File: src/asb_ram.sv
// Generic single-write, single-read RAM with registered read data.
module asb_ram #(
    parameter int WIDTH = 8,
    parameter int DEPTH = 512
) (
    input  logic                     clk,
    input  logic                     we,
    input  logic [$clog2(DEPTH)-1:0] waddr,
    input  logic [WIDTH-1:0]         wdata,
    input  logic [$clog2(DEPTH)-1:0] raddr,
    output logic [WIDTH-1:0]         rdata
);

    logic [WIDTH-1:0] mem [DEPTH];

    always_ff @(posedge clk)
    begin
        if (we)
        begin
            mem[waddr] <= wdata;
        end
        rdata <= mem[raddr];
    end

endmodule

File: config.mk
export PLATFORM = sky130hd
export DESIGN_NAME = asb_ram
export DESIGN_NICKNAME = d
export VERILOG_FILES = /design/src/asb_ram.sv
export SDC_FILE = /design/constraint.sdc
export NUM_CORES = 2
export LEC_CHECK = 0
export BUFFER_PORTS_ARGS = -buffer_cell sky130_fd_sc_hd__buf_4
export CAP_MARGIN = 20
export CORE_ASPECT_RATIO = 0.8
export CORE_UTILIZATION = 40
export DETAILED_ROUTE_END_ITERATION = 7
export GPL_ROUTABILITY_DRIVEN = 0
export PLACE_DENSITY_LB_ADDON = 0.12
export SLEW_MARGIN = 20
export SYNTH_ARGS = -nofsm -noshare
export SYNTH_HDL_FRONTEND = slang
export SYNTH_SLANG_ARGS = --single-unit
File: constraint.sdc
create_clock -name clk -period 3 [get_ports clk]
set_input_delay 0.6 -clock clk [delete_from_list [all_inputs] [get_ports clk]]
set_output_delay 0.6 -clock clk [all_outputs]
set_load 0.01 [all_outputs]
==> qor.log <==
INFO  run_status     run_status=complete, but fails checks
INFO  run_status     failed_checks=setup timing
INFO  placement      io_buffers=35
INFO  run            max_cap_viol_count=0
INFO  sta            report.final.slew_viol_count=0
INFO  synthesis      syn_nets=8058
INFO  placement      dp_worst_setup_slack=-1.02ns
INFO  sta            post-route-period-util=101%
INFO  routing        drc=0
INFO  clock_network  cts-buffers-inserted=407
INFO  clock_network  clkLatencyLatePin=0.98ns
INFO  global_routing groute.usage.overall=23.0%
INFO  sta            finalClockSkew=0.0525ns
INFO  global_routing largest_net_degree_at_the_start_of_global_routing=125
INFO  synthesis      synth.top_cell.area_share=76.9%
INFO  global_routing grt_most_used_layer=met2
INFO  synthesis      synth-async-reset-ratio=0%
INFO  global_routing globalRouteOverflowTotal=0
INFO  pwr            power_density=635nW/um^2
INFO  routing        vias=85600
INFO  global_routing antenna_found_initial=20
INFO  placement      dp.final_hpwl=305mm
INFO  routing        post_drt_wl_per_cell=31.0um
INFO  routing        drt_iter0_markers=9651
INFO  clock_network  clock-sinks=4104
INFO  global_routing first_global_vias=86100
INFO  synthesis      ys_seq_elements=4104
INFO  sta            tightest_slew=1.29ns
INFO  setup_path     cp-start-kind=input port
INFO  pwr            p_switching=26.3mW
INFO  cells_and_area share_of_cells_above_drive_strength_1=28.3%
INFO  pwr            clockPowerShare=42.0%
INFO  pwr            p_leak=63.0nW
INFO  synthesis      synth_edf_count=4096
INFO  routing        number_of_iterations_in_the_first_detailed_routing_pass=5
INFO  die            floorplan.die.height=568um
INFO  sta            finalSetupTns=-0.0441ns
INFO  sta            worst_slack=-0.0441ns
INFO  die            die_width=709um
INFO  global_routing use_met2=35.3%
INFO  sta            period_minus_slack=3.04ns
INFO  routing        finalWirelength=469mm
INFO  clock_network  clock-root-buffer=sky130_fd_sc_hd__clkbuf_16
INFO  die            rows=207
INFO  clock_network  tritoncts_clock_tree=built
INFO  hold_path      worst_hold_path_type=input port to register
INFO  synthesis      most_used_flip_flop_cell_after_synthesis=sky130_fd_sc_hd__edfxtp_1
INFO  sta            rsz0062_at_grt=no
INFO  setup_path     critPathBufInv=5
INFO  setup_path     critPathKind=input port to register
INFO  setup_path     crit_path_max_fanout=27
INFO  placement      numPlacedInstances=14300
INFO  synthesis      synth.yosys.seq_area_share=77.0%
INFO  synthesis      syn-cell-area=160000um^2
INFO  global_routing grtUsageMet1=34.8%
INFO  clock_network  cts-root-to-sink-buffers=4
INFO  cells_and_area layout.cells.non_filler=15100
INFO  synthesis      cell_taking_the_most_area_after_synthesis=sky130_fd_sc_hd__edfxtp_1
INFO  pwr            share_of_total_power_in_combinational_logic=5.8%
INFO  clock_network  clk_pin_slew_worst_paths=0.06ns
INFO  pwr            worst_ir_drop_vdd=0.471mV
INFO  placement      placement.cell_area=177000um^2
INFO  sta            slew-limit-headroom=14.2%
INFO  setup_path     crit_path_frequent_cell=sky130_fd_sc_hd__buf_4
INFO  setup_path     worstPathRequired=3.91ns
INFO  pwr            sw_frac_of_total=21.8%
INFO  cells_and_area final_net_count=9448
INFO  setup_path     crit_chain=buf_8 > buf_4 > buf_4 > buf_4 > mux4_2 > a211oi_1 > nor3_1 > a21oi_1 > buf_4 > a21oi_1 > o2111a_1
INFO  routing        drt.antenna.violating_nets=0
INFO  die            die-area=402000um^2
INFO  synthesis      postSynthCellCount=8030
INFO  global_routing use_met3=3.64%
INFO  pwr            power_frac_seq=52.3%
INFO  setup_path     slowest_stage_delay_on_critical_path=0.96ns
INFO  routing        via_per_inst=5.67
INFO  pwr            p_total=121mW
INFO  setup_path     worst_path_dominant_cell_family=compound AO/OA/AOI/OAI gates
INFO  setup_path     worstPathArrival=3.95ns
INFO  sta            timing.hold.ws=0.0943ns
INFO  synthesis      post_synth.cell_area_avg=19.9um^2
INFO  cells_and_area final_core_util=47.9%
INFO  setup_path     critical_path.endpoint_type=register
INFO  die            initial_utilization=40.2%
INFO  synthesis      synthTopCellsByArea=sky130_fd_sc_hd__edfxtp_1 77%, sky130_fd_sc_hd__mux4_2 9.2%, sky130_fd_sc_hd__mux2i_1 5.0%
INFO  die            io_pins=36
INFO  pwr            power.internal=94.6mW
INFO  setup_path     critPathSlowestCell=sky130_fd_sc_hd__a21oi_1
INFO  synthesis      synth.distinct_cells=51
INFO  global_routing grt_first_pass_wirelength=661mm
INFO  die            fp.coreArea=398000um^2
INFO  sta            total_count_of_hold_check_failures_in_the_final_report=0
INFO  cells_and_area finalInstanceArea=191000um^2
INFO  clock_network  htreeDepth=5
INFO  cells_and_area synthToLayoutAreaGrowth=19.1%
INFO  sta            achievable-frequency=329MHz
INFO  synthesis      ys.warnings.count=0
INFO  sta            number_of_endpoints_failing_setup_at_the_final_stage=1
## final timing paths
| check | cells past startpoint | slack [ns] | startpoint | end |
|---|---|---|---|---|
| worst min-delay path | 1 | 0.09 | wdata[0] | mem[382][0] |
| worst max register to register | 9 | 0.10 | mem[141][6] | rdata[6] |
| worst max-delay path | 11 | -0.04 | raddr[1] | rdata[6] |
| worst min register to register | 6 | 1.11 | mem[296][7] | rdata[7] |
## cell type report
type,count,area [um^2]
Timing Repair Buffer,1494,13600
Multi-Input combinational cell,3410,34000
Clock buffer,497,10800
Sequential cell,4104,123000
Antenna cell,6,15.0
Clock inverter,251,2240
Inverter,3,18.8
Tap cell,5329,6670
Fill cell,33200,207000
## cells by family (layout without fill, tap and decap cells)
group	count (synthesis)	in the layout	share of synthesized area, %
buffers and inverters	516	2245	1.85
AOI/OAI and AO/OA	979	979	4.31
muxes	1451	1451	14.2
DFF	4104	4104	77.0
and+or+nand+nor	980	980	2.63
other	0	6	0
## Yosys cell counts, types with 2 or more instances
cell and n:
sky130_fd_sc_hd__nor4_1 36, sky130_fd_sc_hd__or3_1 6, sky130_fd_sc_hd__o2111a_1 8, sky130_fd_sc_hd__dfxtp_1 8, sky130_fd_sc_hd__and3b_1 4, sky130_fd_sc_hd__o221ai_1 371
sky130_fd_sc_hd__nand2b_1 4, sky130_fd_sc_hd__nor2_1 597, sky130_fd_sc_hd__nand3_1 36, sky130_fd_sc_hd__o21ai_0 118, sky130_fd_sc_hd__a211o_1 2, sky130_fd_sc_hd__a2111oi_0 3
sky130_fd_sc_hd__a31oi_1 2, sky130_fd_sc_hd__a22oi_1 61, sky130_fd_sc_hd__edfxtp_1 4096, sky130_fd_sc_hd__nand2_1 111, sky130_fd_sc_hd__o211ai_1 2, sky130_fd_sc_hd__nor3b_1 8
sky130_fd_sc_hd__inv_1 2, sky130_fd_sc_hd__o31ai_1 13, sky130_fd_sc_hd__o41ai_1 7, sky130_fd_sc_hd__buf_4 70, sky130_fd_sc_hd__clkbuf_1 265, sky130_fd_sc_hd__buf_1 41
sky130_fd_sc_hd__or2_2 4, sky130_fd_sc_hd__buf_6 64, sky130_fd_sc_hd__nand4_1 32, sky130_fd_sc_hd__and2_1 20, sky130_fd_sc_hd__o22ai_1 163, sky130_fd_sc_hd__o311ai_0 5
sky130_fd_sc_hd__nor2b_1 6, sky130_fd_sc_hd__a211oi_1 17, sky130_fd_sc_hd__a22o_1 5, sky130_fd_sc_hd__buf_8 11, sky130_fd_sc_hd__buf_2 57, sky130_fd_sc_hd__and3_1 4
sky130_fd_sc_hd__o22a_1 3, sky130_fd_sc_hd__mux2i_1 797, sky130_fd_sc_hd__a21oi_1 194, sky130_fd_sc_hd__buf_12 5, sky130_fd_sc_hd__nor3_1 109, sky130_fd_sc_hd__mux4_2 654
## per-layer routing
metal | share of wire [%] | routed length (um)
met1 | 45 | 212000
met4 | 2.0 | 9400
met2 | 46 | 214000
met5 | 0.0028 | 13
met3 | 7.2 | 33500
## placed cells by master (no fill, tap or decap), types with 17 or more instances in the layout
cell type,count
sky130_fd_sc_hd__a211oi_1,17
sky130_fd_sc_hd__a21oi_1,194
sky130_fd_sc_hd__a22oi_1,61
sky130_fd_sc_hd__and2_1,19
sky130_fd_sc_hd__buf_12,180
sky130_fd_sc_hd__buf_4,1299
sky130_fd_sc_hd__bufinv_16,38
sky130_fd_sc_hd__clkbuf_1,74
sky130_fd_sc_hd__clkbuf_16,419
sky130_fd_sc_hd__clkinv_1,105
sky130_fd_sc_hd__clkinv_2,79
sky130_fd_sc_hd__edfxtp_1,4096
sky130_fd_sc_hd__mux2i_1,797
sky130_fd_sc_hd__mux4_2,654
sky130_fd_sc_hd__nand2_1,96
sky130_fd_sc_hd__nand3_1,32
sky130_fd_sc_hd__nand4_1,32
sky130_fd_sc_hd__nor2_1,596
sky130_fd_sc_hd__nor3_1,107
sky130_fd_sc_hd__nor4_1,33
sky130_fd_sc_hd__o21ai_0,117
sky130_fd_sc_hd__o221ai_1,371
sky130_fd_sc_hd__o22ai_1,163
## flip-flops by register name (all words and copies together), names as in the netlist
register and flops:
rdata 8, mem 4096
## power by group through the flow
stage          sequential, mW  combinational, mW  clock, mW
2_1_floorplan            64.4               3.00          0
3_3_place_gp             64.4               6.95          0
3_5_place_dp             64.4               7.02          0
4_1_cts                  63.2               7.04       51.7
5_1_grt                  63.2               7.31       53.8
6_report                 63.2               6.99       50.7
## repair_timing
action | in CTS | in global routing
hold buffers | 3 | 0
endpoints found under the hold margin | 37 | 0
buffers inserted | 0 | 0
gates resized for setup | 0 | 2
setup endpoints to repair | 0 | 2
Note: power is estimated with default switching activity, not from simulation.
